### config.mk
export PLATFORM = sky130hd
export DESIGN_NAME = display_command_packet_framer_flat
export DESIGN_NICKNAME = d
export VERILOG_FILES = /design/src/rtl/dcpf_pkg.sv /design/src/rtl/dcpf_if.sv /design/src/rtl/dcpf_front.sv /design/src/rtl/dcpf_queue.sv /design/src/rtl/dcpf_back.sv /design/src/rtl/display_command_packet_framer.sv /design/src/flat_wrapper.sv
export SDC_FILE = /design/constraint.sdc
export NUM_CORES = 1
export LEC_CHECK = 0
export ABC_AREA = 1
export BUFFER_PORTS_ARGS = -buffer_cell sky130_fd_sc_hd__buf_2
export CAP_MARGIN = 20
export CORE_MARGIN = 8
export CORE_UTILIZATION = 27
export CTS_CLUSTER_SIZE = 14
export DETAILED_ROUTE_END_ITERATION = 12
export HOLD_SLACK_MARGIN = 0.08
export SLEW_MARGIN = 5
export SYNTH_ARGS = -nofsm -noshare
export SYNTH_HDL_FRONTEND = slang
export SYNTH_HIERARCHICAL = 1
export SYNTH_SLANG_ARGS = --single-unit
### constraint.sdc
create_clock -name clock -period 3.53 [get_ports clock]
set_input_delay 0.353 -clock clock [delete_from_list [all_inputs] [get_ports clock]]
set_output_delay 0.353 -clock clock [all_outputs]
set_load 0.05 [all_outputs]
### src/rtl/dcpf_pkg.sv
// Shared types and constants for the display command packet framer.
// Depends on nothing; dcpf_front, dcpf_queue, dcpf_back and the top level import it.
package dcpf_pkg;

   localparam int unsigned HeaderBytes  = 16;
   localparam int unsigned ParamBytes   = 32;
   localparam int unsigned TrailerBytes = 4;

   // Length field offset added to the info byte count.
   localparam logic [15:0] LengthBase = 16'(HeaderBytes + ParamBytes + TrailerBytes);

   localparam int unsigned QueueDepth    = 4;
   localparam int unsigned QueuePtrWidth = $clog2(QueueDepth);
   localparam int unsigned QueueCntWidth = $clog2(QueueDepth + 1);

   localparam int unsigned CsrIndexWidth = 1;
   localparam int unsigned CsrDataWidth  = 8;
   localparam logic [CsrIndexWidth-1:0] CsrHeaderByte = 1'b0;
   localparam logic [CsrIndexWidth-1:0] CsrTailByte   = 1'b1;

   // Byte positions within one framed packet.
   localparam int unsigned PosWidth = 5;
   typedef logic [PosWidth-1:0] pos_type;

   localparam pos_type PosHeader  = 5'd0;
   localparam pos_type PosLenLo   = 5'd1;
   localparam pos_type PosLenHi   = 5'd2;
   localparam pos_type PosIdLo    = 5'd3;
   localparam pos_type PosIdHi    = 5'd4;
   localparam pos_type PosSeq0    = 5'd5;
   localparam pos_type PosSeq1    = 5'd6;
   localparam pos_type PosSeq2    = 5'd7;
   localparam pos_type PosSeq3    = 5'd8;
   localparam pos_type PosCmd     = 5'd13;
   localparam pos_type PosPayload = 5'd16;
   localparam pos_type PosSumLo   = 5'd17;
   localparam pos_type PosSumHi   = 5'd18;
   localparam pos_type PosTail    = 5'd20;

   // One classified input beat, as handed from the front end to the back end.
   typedef struct packed {
      logic [7:0]  payload_byte;
      logic [15:0] packet_id;
      logic [7:0]  command_code;
      logic [15:0] length;
      logic [31:0] seq_num;
      logic        first;
      logic        last;
   } job_type;

   typedef struct packed {
      logic not_empty;
      logic not_full;
   } queue_status_type;

endpackage

### src/rtl/dcpf_if.sv
// Valid/ready channel interfaces for the packet framer's input and output beats.
// Depends on nothing beyond the language; widths follow the field definitions.
interface dcpf_req_if;
   logic        valid;
   logic        ready;
   logic [7:0]  payload_byte;
   logic [15:0] packet_id;
   logic [7:0]  command_code;
   logic [10:0] info_length;
   logic        end_of_payload;

   modport source (
      output valid, payload_byte, packet_id, command_code, info_length, end_of_payload,
      input  ready
   );
   modport sink (
      input  valid, payload_byte, packet_id, command_code, info_length, end_of_payload,
      output ready
   );
endinterface

interface dcpf_rsp_if;
   logic       valid;
   logic       ready;
   logic [7:0] out_byte;
   logic       run_last;
   logic       packet_last;

   modport source (
      output valid, out_byte, run_last, packet_last,
      input  ready
   );
   modport sink (
      input  valid, out_byte, run_last, packet_last,
      output ready
   );
endinterface

### src/rtl/dcpf_front.sv
// Front end: accepts input beats, tracks packet boundaries and the sequence number.
// Depends on dcpf_pkg and dcpf_req_if; pushes one job per beat into the queue.
module dcpf_front (
   input  logic                      clock,
   input  logic                      reset,
   dcpf_req_if.sink                  req_bus,
   input  dcpf_pkg::queue_status_type q_status,
   output logic                      push,
   output dcpf_pkg::job_type         push_job
);
   import dcpf_pkg::*;

   logic        inside_ff, inside_in;
   logic [31:0] seq_ff, seq_in;
   logic [31:0] seq_next;

   assign req_bus.ready = q_status.not_full;
   assign push          = req_bus.valid && q_status.not_full;
   assign seq_next      = seq_ff + 32'd1;

   always_comb begin
      inside_in = inside_ff;
      seq_in    = seq_ff;
      if (push) begin
         inside_in = !req_bus.end_of_payload;
         if (!inside_ff) begin
            seq_in = seq_next;
         end
      end
   end

   always_comb begin
      push_job.payload_byte = req_bus.payload_byte;
      push_job.packet_id    = req_bus.packet_id;
      push_job.command_code = req_bus.command_code;
      push_job.length       = LengthBase + 16'(req_bus.info_length);
      push_job.seq_num      = seq_next;
      push_job.first        = !inside_ff;
      push_job.last         = req_bus.end_of_payload;
   end

   always_ff @(posedge clock) begin
      if (reset) begin
         inside_ff <= 1'b0;
         seq_ff    <= '0;
      end else begin
         inside_ff <= inside_in;
         seq_ff    <= seq_in;
      end
   end

endmodule

### src/rtl/dcpf_queue.sv
// Short job queue between the front and back ends of the packet framer.
// Depends on dcpf_pkg for the job type and queue depth.
module dcpf_queue (
   input  logic                       clock,
   input  logic                       reset,
   input  logic                       push,
   input  dcpf_pkg::job_type          push_job,
   input  logic                       pop,
   output dcpf_pkg::job_type          head_job,
   output dcpf_pkg::queue_status_type q_status
);
   import dcpf_pkg::*;

   job_type                  entry_ff [QueueDepth];
   logic [QueuePtrWidth-1:0] wr_ptr_ff, wr_ptr_in;
   logic [QueuePtrWidth-1:0] rd_ptr_ff, rd_ptr_in;
   logic [QueueCntWidth-1:0] count_ff, count_in;

   assign head_job           = entry_ff[rd_ptr_ff];
   assign q_status.not_empty = (count_ff != '0);
   assign q_status.not_full  = (count_ff != QueueCntWidth'(QueueDepth));

   always_comb begin
      wr_ptr_in = push ? wr_ptr_ff + 1'b1 : wr_ptr_ff;
      rd_ptr_in = pop  ? rd_ptr_ff + 1'b1 : rd_ptr_ff;
      count_in  = count_ff;
      if (push && !pop) begin
         count_in = count_ff + 1'b1;
      end else if (pop && !push) begin
         count_in = count_ff - 1'b1;
      end
   end

   always_ff @(posedge clock) begin
      if (push) begin
         entry_ff[wr_ptr_ff] <= push_job;
      end
   end

   always_ff @(posedge clock) begin
      if (reset) begin
         wr_ptr_ff <= '0;
         rd_ptr_ff <= '0;
         count_ff  <= '0;
      end else begin
         wr_ptr_ff <= wr_ptr_in;
         rd_ptr_ff <= rd_ptr_in;
         count_ff  <= count_in;
      end
   end

endmodule

### src/rtl/dcpf_back.sv
// Back end: walks each queued job through header, payload and trailer bytes.
// Depends on dcpf_pkg and dcpf_rsp_if; holds the byte registers and the checksum.
module dcpf_back (
   input  logic                                     clock,
   input  logic                                     reset,
   input  logic                                     csr_we,
   input  logic [dcpf_pkg::CsrIndexWidth-1:0]       csr_index,
   input  logic [dcpf_pkg::CsrDataWidth-1:0]        csr_wdata,
   input  dcpf_pkg::job_type                        head_job,
   input  dcpf_pkg::queue_status_type               q_status,
   output logic                                     pop,
   dcpf_rsp_if.source                               rsp_bus
);
   import dcpf_pkg::*;

   logic [7:0]  header_byte_ff;
   logic [7:0]  tail_byte_ff;
   pos_type     pos_ff, pos_in;
   logic [15:0] sum_ff, sum_in;
   logic        rsp_valid_ff, rsp_valid_in;
   logic [7:0]  out_byte_ff;
   logic        run_last_ff;
   logic        packet_last_ff;

   pos_type     cur_pos;
   logic        advance;
   logic        emit;
   logic        job_done;
   logic [7:0]  byte_sel;

   // A job that continues a packet starts straight at the payload position.
   assign cur_pos  = (head_job.first || pos_ff != PosHeader) ? pos_ff : PosPayload;
   assign advance  = !rsp_valid_ff || rsp_bus.ready;
   assign emit     = advance && q_status.not_empty;
   assign job_done = (cur_pos == PosTail) || (cur_pos == PosPayload && !head_job.last);
   assign pop      = emit && job_done;

   always_comb begin
      unique case (cur_pos)
         PosHeader:  byte_sel = header_byte_ff;
         PosLenLo:   byte_sel = head_job.length[7:0];
         PosLenHi:   byte_sel = head_job.length[15:8];
         PosIdLo:    byte_sel = head_job.packet_id[7:0];
         PosIdHi:    byte_sel = head_job.packet_id[15:8];
         PosSeq0:    byte_sel = head_job.seq_num[7:0];
         PosSeq1:    byte_sel = head_job.seq_num[15:8];
         PosSeq2:    byte_sel = head_job.seq_num[23:16];
         PosSeq3:    byte_sel = head_job.seq_num[31:24];
         PosCmd:     byte_sel = head_job.command_code;
         PosPayload: byte_sel = head_job.payload_byte;
         PosSumLo:   byte_sel = sum_ff[7:0];
         PosSumHi:   byte_sel = sum_ff[15:8];
         PosTail:    byte_sel = tail_byte_ff;
         default:    byte_sel = 8'h00;
      endcase
   end

   // The checksum stops growing after the payload byte, so both halves of the
   // trailer read the same total.
   always_comb begin
      pos_in = pos_ff;
      sum_in = sum_ff;
      if (emit) begin
         pos_in = job_done ? PosHeader : cur_pos + 1'b1;
         if (cur_pos == PosHeader) begin
            sum_in = {8'h00, byte_sel};
         end else if (cur_pos <= PosPayload) begin
            sum_in = sum_ff + {8'h00, byte_sel};
         end
      end
      rsp_valid_in = advance ? q_status.not_empty : rsp_valid_ff;
   end

   assign rsp_bus.valid       = rsp_valid_ff;
   assign rsp_bus.out_byte    = out_byte_ff;
   assign rsp_bus.run_last    = run_last_ff;
   assign rsp_bus.packet_last = packet_last_ff;

   always_ff @(posedge clock) begin
      if (emit) begin
         out_byte_ff    <= byte_sel;
         run_last_ff    <= job_done;
         packet_last_ff <= (cur_pos == PosTail);
      end
   end

   always_ff @(posedge clock) begin
      if (reset) begin
         header_byte_ff <= 8'hA0;
         tail_byte_ff   <= 8'h50;
         pos_ff         <= PosHeader;
         sum_ff         <= '0;
         rsp_valid_ff   <= 1'b0;
      end else begin
         if (csr_we && csr_index == CsrHeaderByte) begin
            header_byte_ff <= csr_wdata;
         end
         if (csr_we && csr_index == CsrTailByte) begin
            tail_byte_ff <= csr_wdata;
         end
         pos_ff       <= pos_in;
         sum_ff       <= sum_in;
         rsp_valid_ff <= rsp_valid_in;
      end
   end

endmodule

### src/rtl/display_command_packet_framer.sv
// Display command packet framer: payload beats go in, framed packet bytes come out, one per beat.
// The first beat of a packet yields 17 output bytes (16-byte header and the byte itself), a
// middle beat one byte, and the last beat four more for the checksum, pad and tail bytes; a
// packet with a single beat gives 21. The output byte register is the only producer, so the
// sustained throughput is one output byte per cycle while rsp_bus.ready holds; input beats are
// taken at one per cycle while the four-entry job queue has room. An accepted beat is registered
// in the job queue, then in the output byte register. The registers (header byte, tail byte)
// must be written through the csr port while the block is idle; the block does not enforce it.
// Depends on dcpf_pkg, dcpf_if, dcpf_front, dcpf_queue and dcpf_back.
module display_command_packet_framer (
   input  logic                               clock,
   input  logic                               reset,
   input  logic                               csr_we,
   input  logic [dcpf_pkg::CsrIndexWidth-1:0] csr_index,
   input  logic [dcpf_pkg::CsrDataWidth-1:0]  csr_wdata,
   dcpf_req_if.sink                           req_bus,
   dcpf_rsp_if.source                         rsp_bus
);
   import dcpf_pkg::*;

   queue_status_type q_status;
   logic             push;
   logic             pop;
   job_type          push_job;
   job_type          head_job;

   dcpf_front u_front (
      .clock    (clock),
      .reset    (reset),
      .req_bus  (req_bus),
      .q_status (q_status),
      .push     (push),
      .push_job (push_job)
   );

   dcpf_queue u_queue (
      .clock    (clock),
      .reset    (reset),
      .push     (push),
      .push_job (push_job),
      .pop      (pop),
      .head_job (head_job),
      .q_status (q_status)
   );

   dcpf_back u_back (
      .clock     (clock),
      .reset     (reset),
      .csr_we    (csr_we),
      .csr_index (csr_index),
      .csr_wdata (csr_wdata),
      .head_job  (head_job),
      .q_status  (q_status),
      .pop       (pop),
      .rsp_bus   (rsp_bus)
   );

endmodule

### src/flat_wrapper.sv
// flat-port wrapper written by rule: the top's interface ports become plain ports
module display_command_packet_framer_flat import dcpf_pkg::*;
  (clock, reset, csr_we, csr_index, csr_wdata, req_bus_valid, req_bus_payload_byte, req_bus_packet_id, req_bus_command_code, req_bus_info_length, req_bus_end_of_payload, req_bus_ready, rsp_bus_valid, rsp_bus_out_byte, rsp_bus_run_last, rsp_bus_packet_last, rsp_bus_ready);
  dcpf_req_if req_bus_i ();
  dcpf_rsp_if rsp_bus_i ();
  input  logic clock;
  input  logic reset;
  input  logic csr_we;
  input  logic [dcpf_pkg::CsrIndexWidth-1:0] csr_index;
  input  logic [dcpf_pkg::CsrDataWidth-1:0] csr_wdata;
  input wire logic [$bits(req_bus_i.valid)-1:0] req_bus_valid;
  input wire logic [$bits(req_bus_i.payload_byte)-1:0] req_bus_payload_byte;
  input wire logic [$bits(req_bus_i.packet_id)-1:0] req_bus_packet_id;
  input wire logic [$bits(req_bus_i.command_code)-1:0] req_bus_command_code;
  input wire logic [$bits(req_bus_i.info_length)-1:0] req_bus_info_length;
  input wire logic [$bits(req_bus_i.end_of_payload)-1:0] req_bus_end_of_payload;
  output wire logic [$bits(req_bus_i.ready)-1:0] req_bus_ready;
  output wire logic [$bits(rsp_bus_i.valid)-1:0] rsp_bus_valid;
  output wire logic [$bits(rsp_bus_i.out_byte)-1:0] rsp_bus_out_byte;
  output wire logic [$bits(rsp_bus_i.run_last)-1:0] rsp_bus_run_last;
  output wire logic [$bits(rsp_bus_i.packet_last)-1:0] rsp_bus_packet_last;
  input wire logic [$bits(rsp_bus_i.ready)-1:0] rsp_bus_ready;
  assign req_bus_i.valid = req_bus_valid;
  assign req_bus_i.payload_byte = req_bus_payload_byte;
  assign req_bus_i.packet_id = req_bus_packet_id;
  assign req_bus_i.command_code = req_bus_command_code;
  assign req_bus_i.info_length = req_bus_info_length;
  assign req_bus_i.end_of_payload = req_bus_end_of_payload;
  assign req_bus_ready = req_bus_i.ready;
  assign rsp_bus_valid = rsp_bus_i.valid;
  assign rsp_bus_out_byte = rsp_bus_i.out_byte;
  assign rsp_bus_run_last = rsp_bus_i.run_last;
  assign rsp_bus_packet_last = rsp_bus_i.packet_last;
  assign rsp_bus_i.ready = rsp_bus_ready;
  display_command_packet_framer u_core (.clock(clock), .reset(reset), .csr_we(csr_we), .csr_index(csr_index), .csr_wdata(csr_wdata), .req_bus(req_bus_i), .rsp_bus(rsp_bus_i));
endmodule
; After elaboration in Yosys (flattened, before gate mapping)
; Memory sizes are Yosys's and may differ from the RTL's. A register that Yosys moved wholly into a read port is not among the register bits.
; Cells that the tools add are included.
[word_totals]
memories = 1
output_inout_bits = 12
in_bits = 58
ramBits = 312
wordCells = 74
regBits = 88
[classes]
n_eq_ne = 14
n_reduce_logical = 24
addsub = 8
n_mux = 11
order_cmp = 1
n_bitwise = 2
[memory_table]
columns = memory, words, word_bits, read_ports, rd_clocked_by_memory_dff, write_ports, line_no
row1 = u_core.u_queue.entry_ff, 4, 78, 1, 1, 1, dcpf_queue.sv:14  ; job_type entry_ff [QueueDepth];
[op_table]
columns = operator, count
row1 = 8-bit case mux with 14 select lines, 1
row2 = "32-bit by 1-bit adder with 32-bit output, second input constant", 1
row3 = 16-bit two-way mux, 2
row4 = "5-bit by 3-bit == test with 1-bit output, second input constant", 4
row5 = "5-bit == test, second input constant", 4
row6 = 16-bit by 8-bit adder with 16-bit output, 1
row7 = "6-bit by 11-bit adder with 12-bit output, first input constant", 1
row8 = "5-bit by 2-bit == test with 1-bit output, second input constant", 2
row9 = "5-bit by 4-bit == test with 1-bit output, second input constant", 2
row10 = 5-bit two-way mux, 2
row11 = 1-bit logical AND, 8
row12 = 1-bit zero test, 6
row13 = 3-bit two-way mux, 2
row14 = "5-bit by 1-bit adder with 5-bit output, second input constant", 1
row15 = "5-bit by 1-bit == test with 1-bit output, second input constant", 1
row16 = "5-bit less-or-equal comparator, second input constant", 1
row17 = 5-bit zero test, 1
row18 = 5-bit nonzero test, 1
row19 = "2-bit by 1-bit adder with 2-bit output, second input constant", 2
row20 = 2-bit two-way mux, 2
row21 = 2-bit AND reduction, 2
row22 = 2-bit nonzero test, 2
row23 = "3-bit by 1-bit adder with 3-bit output, second input constant", 1
row24 = 1-bit logical OR, 3
row25 = 5 further kinds, 7

; Logic depth before layout (Yosys ltp)
; Gate-level depths: netlist (run 1).
[depth]
ltp_word = 10
depth_mapped = 25
mapped_depth_nobuf = 22

; Hierarchy
; Netlist (run 1), hierarchy kept.
[modules_own_cells]
columns = mod, seq_area_each_um2, area_each_um2, n_inst, cells_per_inst
row1 = dcpf_queue, 10029.6, 12703.4, 1, 852
row2 = dcpf_back, 1061.0, 3538.4, 1, 549
row3 = dcpf_front, 660.6, 2652.5, 1, 443

; Worst setup path after synthesis (run 1)
; No wires, ideal clock.
[synth_timing]
kind = reg-to-reg
start = reg with a tool-made name
end = reg u_core.u_back.sum_ff[12]
t_arrival_ns = 3.209
period_less_slack_ns = 3.322
stages_incl_launch_ff = 25
setup_ns = 0.114
n_path_buf = 3
slack_ns = 0.208
required_ns = 3.416
path_cell_list = dfxtp_1 > buf_6 > inv_4 > buf_12 > buf_6 > o21ai_1 > o22ai_1 > inv_1 > nand2_1 > o21ai_4 > nand2_1 > o21ai_0 > nor2_1 > nand3_2 > ha_1 > inv_1 > fa_1 > o21bai_1 > nand2_1 > nand2_1 > nand2_4 > nor3_2 > nand2_1 > nand2_1 > a21oi_2
[synth_rtl]
columns = item, line_no
row1 = end signal: assignment, dcpf_back.sv:102  ; sum_ff <= sum_in;
row2 = end: declaration, dcpf_back.sv:19  ; logic [15:0] sum_ff, sum_in;

==> reports/qor.txt, run 1 <==
Post-route ant nets -> 0
Slew @ Worst Pin -> 0.867 ns
DR vias/cell -> 4.61
Worst Skew -> 0.0182 ns
PwrDens -> 708 nW/um^2
Largest net degree at the start of global routing -> 99
Final Slew Violations -> 0
Class of the most critical setup path -> register to register
Initial antenna violation count -> 2
Clk sink count -> 418
Startpoint types -> register
Max VDD drop -> 0.000320 V
Max Cap Violations -> 0
Global placement routability congestion -> 0.884
Placed cell area -> 20100 sq um
I/O pin count -> 70
Most common cell after layout, fill and taps aside -> edfxtp_1
Rel. slew slack -> 0.421
Fin util -> 0.317
Slowest stage delay, CP -> 0.41 ns
Core Area -> 69700 sq um
Fin crit share -> 0.950
Tot GR Track Use -> 0.121
Main synth FF type -> edfxtp_1
# fillers -> 7100
Number of enable flip-flop cells after synthesis -> 338
Placed Cells incl. Taps -> 2787
Endpoints failing setup -> 0
Worst min-delay path class -> input port to register
Sequential area share after synthesis -> 0.622
Tmin final -> 3.35 ns
Reg clk slew, reported paths -> 0.06 ns
Worst-case clock buffer depth -> 3
CP Capture Type -> register
Detailed Route Iter0 Violations -> 1081
Post-Route WL -> 48.7 mm
Final hold violations -> 0
Worst endpoint data arrival time -> 3.81 ns
Delay-heaviest family, CP -> simple AND/OR/NAND/NOR gates
Die Y -> 281 um
DRC -> 0
Unique masters post-synth -> 48
Vias in the first global route -> 13100
Synthesized flop and latch total -> 418
Vias post-DR -> 13400
CP Buf/Inv Count -> 4
Skew-Pair Late Insertion Delay -> 0.56 ns
Post-DP HPWL -> 32.9 mm
H-tree depth -> 2
Cell seen most often among critical-path stages -> inv_1
Yosys warning count -> 6
Buffers on Ports -> 69
Row count -> 97
Global-route wire length before repair -> 74.8 mm
Status -> finished, final reports clean
Most frequent cells in the layout -> edfxtp_1 (338), nor2_1 (306), nand2_1 (251), inv_1 (162), o21ai_0 (141)
Fmax achieved -> 298 MHz
Die W -> 281 um
Total Nets Final -> 2017
Post-route insts no fill -> 2913
TritonCTS clock tree -> yes
Area Overhead vs Synth -> 16.9%
Layout cells sized above 1 -> 0.133
Initial Util -> 0.271
Top post-synthesis cells by area -> edfxtp_1 (54%), dfxtp_1 (8.5%), nor2_1 (6.1%)
Maximum fanout along the worst path -> 5
Ys async rst share -> 0
Setup TNS -> 0 ns
Hold WS -> 0.117 ns
DRT Pass-1 Iters -> 5
Leading area contributor after synthesis -> edfxtp_1
Worst Path Required -> 3.99 ns
Die ar. -> 78700 sq um
Syn Std Cell Area -> 18900 sq um
Finished Cell Area -> 22100 sq um
Syn Area/Cell -> 10.2 sq um
Clock Tree Root -> clkbuf_16
Cells along the critical path -> o21ai_0 > o22ai_1 > inv_1 > nand2_4 > nand4_1 > inv_1 > buf_4 > nand2_1 > nand3_1 > nor2_1 > nand2_1 > ha_1 > inv_1 > o21bai_1 > a22oi_1 > nand3_2 > and2_1 > a21oi_1 > nor2_1
CTS buffer count -> 44
Post-synth top area share -> 0.537
Routed WL per cell -> 16.7 um
Slowest stage cell, crit path -> dfxtp_4
Total global routing overflow -> 0
Lkg Pwr -> 8.40 nW
Syn Inst Count -> 1844
[report_power, final]
| group | internal [W] | switching (W) | leakage, nW |
|---|---|---|---|
| Clock | 0.00285 | 0.00189 | 0.730 |
| Combinational | 0.00130 | 0.00308 | 3.88 |
| Sequential | 0.00620 | 0.000335 | 3.79 |
| Total | 0.0103 | 0.00530 | 8.40 |
[cell type report]
| type | instances | area [sq um] | area share |
|---|---|---|---|
| sequential | 418 | 11800 | 0.532 |
| timing repair buffer | 152 | 1240 | 0.0561 |
| clock buffer | 54 | 1190 | 0.0539 |
| tap | 940 | 1180 | 0.0532 |
| clock inverter | 27 | 302 | 0.0136 |
| antenna | 1 | 2.50 | 0.000113 |
| inverter | 175 | 669 | 0.0303 |
| multi-input combinational | 1146 | 5760 | 0.261 |
[sequential cells by signal (all words and copies together), names as in the netlist, 2 cells and up, named ones only]
| register | count |
|---|---|
| u_core/u_back/rsp_bus.out_byte | 8 |
| u_core/u_queue/count_ff | 3 |
| u_core/u_back/tail_byte_ff | 8 |
| u_core/u_back/header_byte_ff | 8 |
| u_core/u_front/seq_ff | 32 |
| u_core/u_queue/rd_ptr_ff | 2 |
| u_core/u_back/pos_ff | 5 |
| u_core/u_queue/entry_ff | 328 |
| u_core/u_queue/wr_ptr_ff | 2 |
| u_core/u_back/sum_ff | 16 |
[worst paths after layout]
path	slack, ns	end	cells past startpoint	start
setup / recovery	0.18	u_core/u_back/sum_ff[15]$_SDFFE_PP0P_	19	register
hold / removal	0.12	u_core/u_back/rsp_bus.valid$_SDFFE_PP0N_	4	rsp_bus_ready
setup reg to reg	0.18	u_core/u_back/sum_ff[15]$_SDFFE_PP0P_	19	register
hold reg to reg	0.47	u_core/u_queue/rd_ptr_ff[1]$_SDFFE_PP0P_	1	u_core/u_queue/rd_ptr_ff[1]$_SDFFE_PP0P_
[routing by layer]
metal | vias to the layer above | global-route usage | part of all wire
met3 | 86 | 0.0251 | 0.063
li1 | 6493 | - | -
met4 | 0 | 0.0421 | 0.032
met5 | - | 0 | 0
met1 | 6452 | 0.156 | 0.44
met2 | 391 | 0.199 | 0.47
[stage by stage]
step           total power, W  worst slack, ns
3_3_place_gp           0.0109           0.0980
3_5_place_dp           0.0109            0.107
6_report               0.0156            0.175
4_1_cts                0.0157            0.109
5_1_grt                0.0165          -0.0120
2_1_floorplan         0.00960            0.208
[logic make-up after synthesis]
kind of cell             count (synthesis)  share of synthesized area
AO/OA/AOI/OAI                          401                      0.120
XOR/XNOR                                21                    0.00973
adder cells (fa/ha/maj)                 22                     0.0154
buffers and inverters                  283                     0.0750
flip-flops                             418                      0.622
other                                    1                   0.000198
AND/OR/NAND/NOR                        698                      0.158
[synthesized netlist by cell type (7+ instances only)]
| master | instances |
|---|---|
| buf_2 | 21 |
| nor2_2 | 8 |
| dfxtp_1 | 80 |
| clkbuf_1 | 21 |
| edfxtp_1 | 338 |
| o21ai_2 | 19 |
| ha_1 | 20 |
| o21ai_1 | 65 |
| nand2_1 | 254 |
| inv_1 | 166 |
| nor3_1 | 7 |
| inv_2 | 7 |
| nand4_1 | 12 |
| a21oi_1 | 74 |
| o22ai_1 | 86 |
| nor2_1 | 307 |
| buf_6 | 16 |
| nand3_1 | 77 |
| o21ai_0 | 141 |
| nor2_4 | 11 |
| xor2_1 | 16 |
| buf_4 | 47 |
[what timing repair did]
action,4_1_cts,5_1_grt
hold endpoints to repair,156,0
hold buffers,43,0
setup buffers,0,1
setup endpoints to repair,0,9
gates resized for setup,0,7
[tightest hold or removal path: stages]
cell and delay, ns:
buf_2 0.08, inv_1 0.04, nand2_1 0.09, a21oi_1 0.07
Note: power is estimated with default switching activity, not from simulation.
==> inputs of run 2 (changes only) <==
--- a/config.mk
+++ b/config.mk
@@ -6,13 +6,14 @@
 export NUM_CORES = 1
 export LEC_CHECK = 0
 export ABC_AREA = 1
-export BUFFER_PORTS_ARGS = -buffer_cell sky130_fd_sc_hd__buf_2
 export CAP_MARGIN = 20
 export CORE_MARGIN = 8
-export CORE_UTILIZATION = 27
+export CORE_UTILIZATION = 54
 export CTS_CLUSTER_SIZE = 14
 export DETAILED_ROUTE_END_ITERATION = 12
+export DONT_BUFFER_PORTS = 1
 export HOLD_SLACK_MARGIN = 0.08
+export PLACE_DENSITY = 0.72
 export SLEW_MARGIN = 5
 export SYNTH_ARGS = -nofsm -noshare
 export SYNTH_HDL_FRONTEND = slang
==> run 2 against run 1 <==
Clock-buffer cell count down 2. Critical path depth up 2. Clock skew about the same. Global-route usage up 9.3 points. Design area down 4.9%. Register-to-register slack about the same. Largest cell class unchanged. Critical endpoint is now u_core/u_back/sum_ff[12]$_SDFFE_PP0P_.
==> reports/qor.txt, run 2 (synthesized netlist as in run 1, its figures left out) <==
Status -> finished, final reports clean
Clk sink count -> 418
Post-route ant nets -> 0
Class of the most critical setup path -> register to register
Lkg Pwr -> 8.05 nW
H-tree depth -> 2
Most common cell after layout, fill and taps aside -> edfxtp_1
Tmin final -> 3.35 ns
Vias post-DR -> 13300
Worst-case clock buffer depth -> 3
Post-Route WL -> 45.0 mm
Die ar. -> 41200 sq um
Ant diodes -> 0
Total global routing overflow -> 0
RSZ-0062 raised after global routing -> false
Multi-input gate area -> 5760 sq um
Reg2Reg Depth -> 21
Final Slew Violations -> 0
Max VDD drop -> 0.000439 V
Detailed Route Iter0 Violations -> 1191
Skew-Pair Late Insertion Delay -> 0.55 ns
Final hold violations -> 0
Maximum fanout along the worst path -> 110
DR vias/cell -> 5.65
Post-DP HPWL -> 29.1 mm
Max Cap Violations -> 0
HP Start -> req_bus_info_length[4]
Initial Util -> 0.547
Startpoint types -> register
DRC -> 0
Biggest registers after layout -> u_core/u_queue/entry_ff: 328 flops, u_core/u_front/seq_ff: 32 flops, u_core/u_back/sum_ff: 16 flops
Die Y -> 203 um
PwrDens -> 719 nW/um^2
Worst endpoint data arrival time -> 3.78 ns
Layout cells sized above 1 -> 0.0965
Rel. slew slack -> 0.511
Global-route wire length before repair -> 69.9 mm
Register area -> 11800 sq um
Worst min-delay path class -> input port to register
Min-Delay Path Depth -> 1
Vias in the first global route -> 12700
Fin crit share -> 0.949
Routed WL per cell -> 19.1 um
Worst Path Required -> 3.96 ns
Met1 GRT Util -> 0.280
Initial antenna violation count -> 0
Row count -> 68
Met3 Track Usage GR -> 0.0325
CP Capture Type -> register
Endpoints failing setup -> 0
Buffers on Ports -> 0
R2R Path End -> u_core/u_back/sum_ff[12]$_SDFFE_PP0P_
Setup TNS -> 0 ns
Slack of the worst reg-to-reg path -> 0.18 ns
Most Used Layer, Global Route -> met2
Hold path endpoint -> u_core/u_queue/entry_ff[3][38]$_DFFE_PP_
Core Area -> 34500 sq um
Fmax achieved -> 298 MHz
Largest register FFs -> 328
Slew @ Worst Pin -> 0.733 ns
Area Overhead vs Synth -> 11.2%
Largest net degree at the start of global routing -> 111
Tot GR Track Use -> 0.214
# Post-CTS Setup Buffers -> 0
Finished Cell Area -> 21000 sq um
Met2 global-route usage -> 0.357
Die W -> 203 um
I/O pin count -> 70
# fillers -> 2779
Clock Tree Root -> clkbuf_16
Placed Cells incl. Taps -> 2236
Worst Skew -> 0.0184 ns
Most frequent cells in the layout -> edfxtp_1 (338), nor2_1 (305), nand2_1 (253), inv_1 (161), o21ai_0 (140)
Post-route insts no fill -> 2361
CTS buffer count -> 43
Total Nets Final -> 1954
Placed cell area -> 19100 sq um
Reg clk slew, reported paths -> 0.06 ns
Top reg by flops -> u_core/u_queue/entry_ff
DRT Pass-1 Iters -> 5
Global placement routability congestion -> 1.00
TritonCTS clock tree -> yes
==> run 2: changes by cell type in the layout (fill, tap and decap cells not counted), sizes merged <==
cell         delta
clkbuf          -2
dlygate4sd3     +4
diode           -1
bufinv          -3
inv             -1
clkinvlp        +2
buf            -66
==> run 2: cell type report <==
cell class,count,area share
clock buffers,52,0.0533
well taps,455,0.0271
repair buffers,90,0.0440
clock inverters,25,0.0104
flip-flops and latches,418,0.559
inverters,175,0.0319
multi-input cells,1146,0.274
==> run 2: worst max path at each step <==
stage,to,slack [ns],cells past startpoint
2_1_floorplan,u_core/u_back/sum_ff[12]$_SDFFE_PP0P_,0.21,24
3_3_place_gp,u_core/u_back/sum_ff[12]$_SDFFE_PP0P_,0.25,21
3_5_place_dp,u_core/u_back/sum_ff[12]$_SDFFE_PP0P_,0.18,21
4_1_cts,u_core/u_back/sum_ff[12]$_SDFFE_PP0P_,0.16,20
5_1_grt,u_core/u_back/sum_ff[12]$_SDFFE_PP0P_,0.004,21
6_report,u_core/u_back/sum_ff[12]$_SDFFE_PP0P_,0.18,21
==> run 2: through the flow <==
step / power (W) / util / hold slack [ns] / setup slack, ns
global placement: 0.0106 / 0.554 / 0.421 / 0.253
global route: 0.0159 / 0.608 / 0.0946 / 0.00402
finish: 0.0151 / 0.608 / 0.103 / 0.178
CTS: 0.0151 / 0.607 / 0.0830 / 0.155
floorplan: 0.00960 / - / 0.412 / 0.208
detailed placement: 0.0107 / 0.554 / 0.425 / 0.183
==> run 2: layer usage <==
layer | up-vias | wire length, um
li1 | 6359 | -
met3 | 90 | 3290
met5 | - | 0
met4 | 0 | 1630
met1 | 6399 | 18500
met2 | 495 | 21600
==> run 2: worst max-delay path: stages, from the launching register on <==
cell      delay [ns]
dfxtp_4         0.38
inv_6           0.08
buf_16          0.33
nor2_1          0.10
o22ai_1         0.22
inv_1           0.10
nor2_1          0.11
a21oi_1         0.05
nand2_1         0.11
nor2_1          0.06
nand3_2         0.07
ha_1            0.16
inv_1           0.05
fa_1            0.43
o21bai_1        0.20
nand2_1         0.08
nand2_2         0.12
nand2_4         0.07
nor3_2          0.16
nand2_1         0.08
nand2_1         0.07
a21oi_2         0.03
==> run 2: repair_timing <==
| item | 4_1_cts | 5_1_grt |
|---|---|---|
| endpoints found under the hold margin | 206 | 0 |
| setup endpoints to repair | 0 | 7 |
| resized for setup | 0 | 10 |
| hold buffers | 48 | 0 |
==> run 2: report_power, final <==
| group | internal (W) | leakage (nW) | switching (W) |
|---|---|---|---|
| Sequential | 0.00620 | 3.79 | 0.000532 |
| Combinational | 0.00126 | 3.62 | 0.00277 |
| Clock | 0.00249 | 0.637 | 0.00185 |
| Total | 0.00995 | 8.05 | 0.00515 |
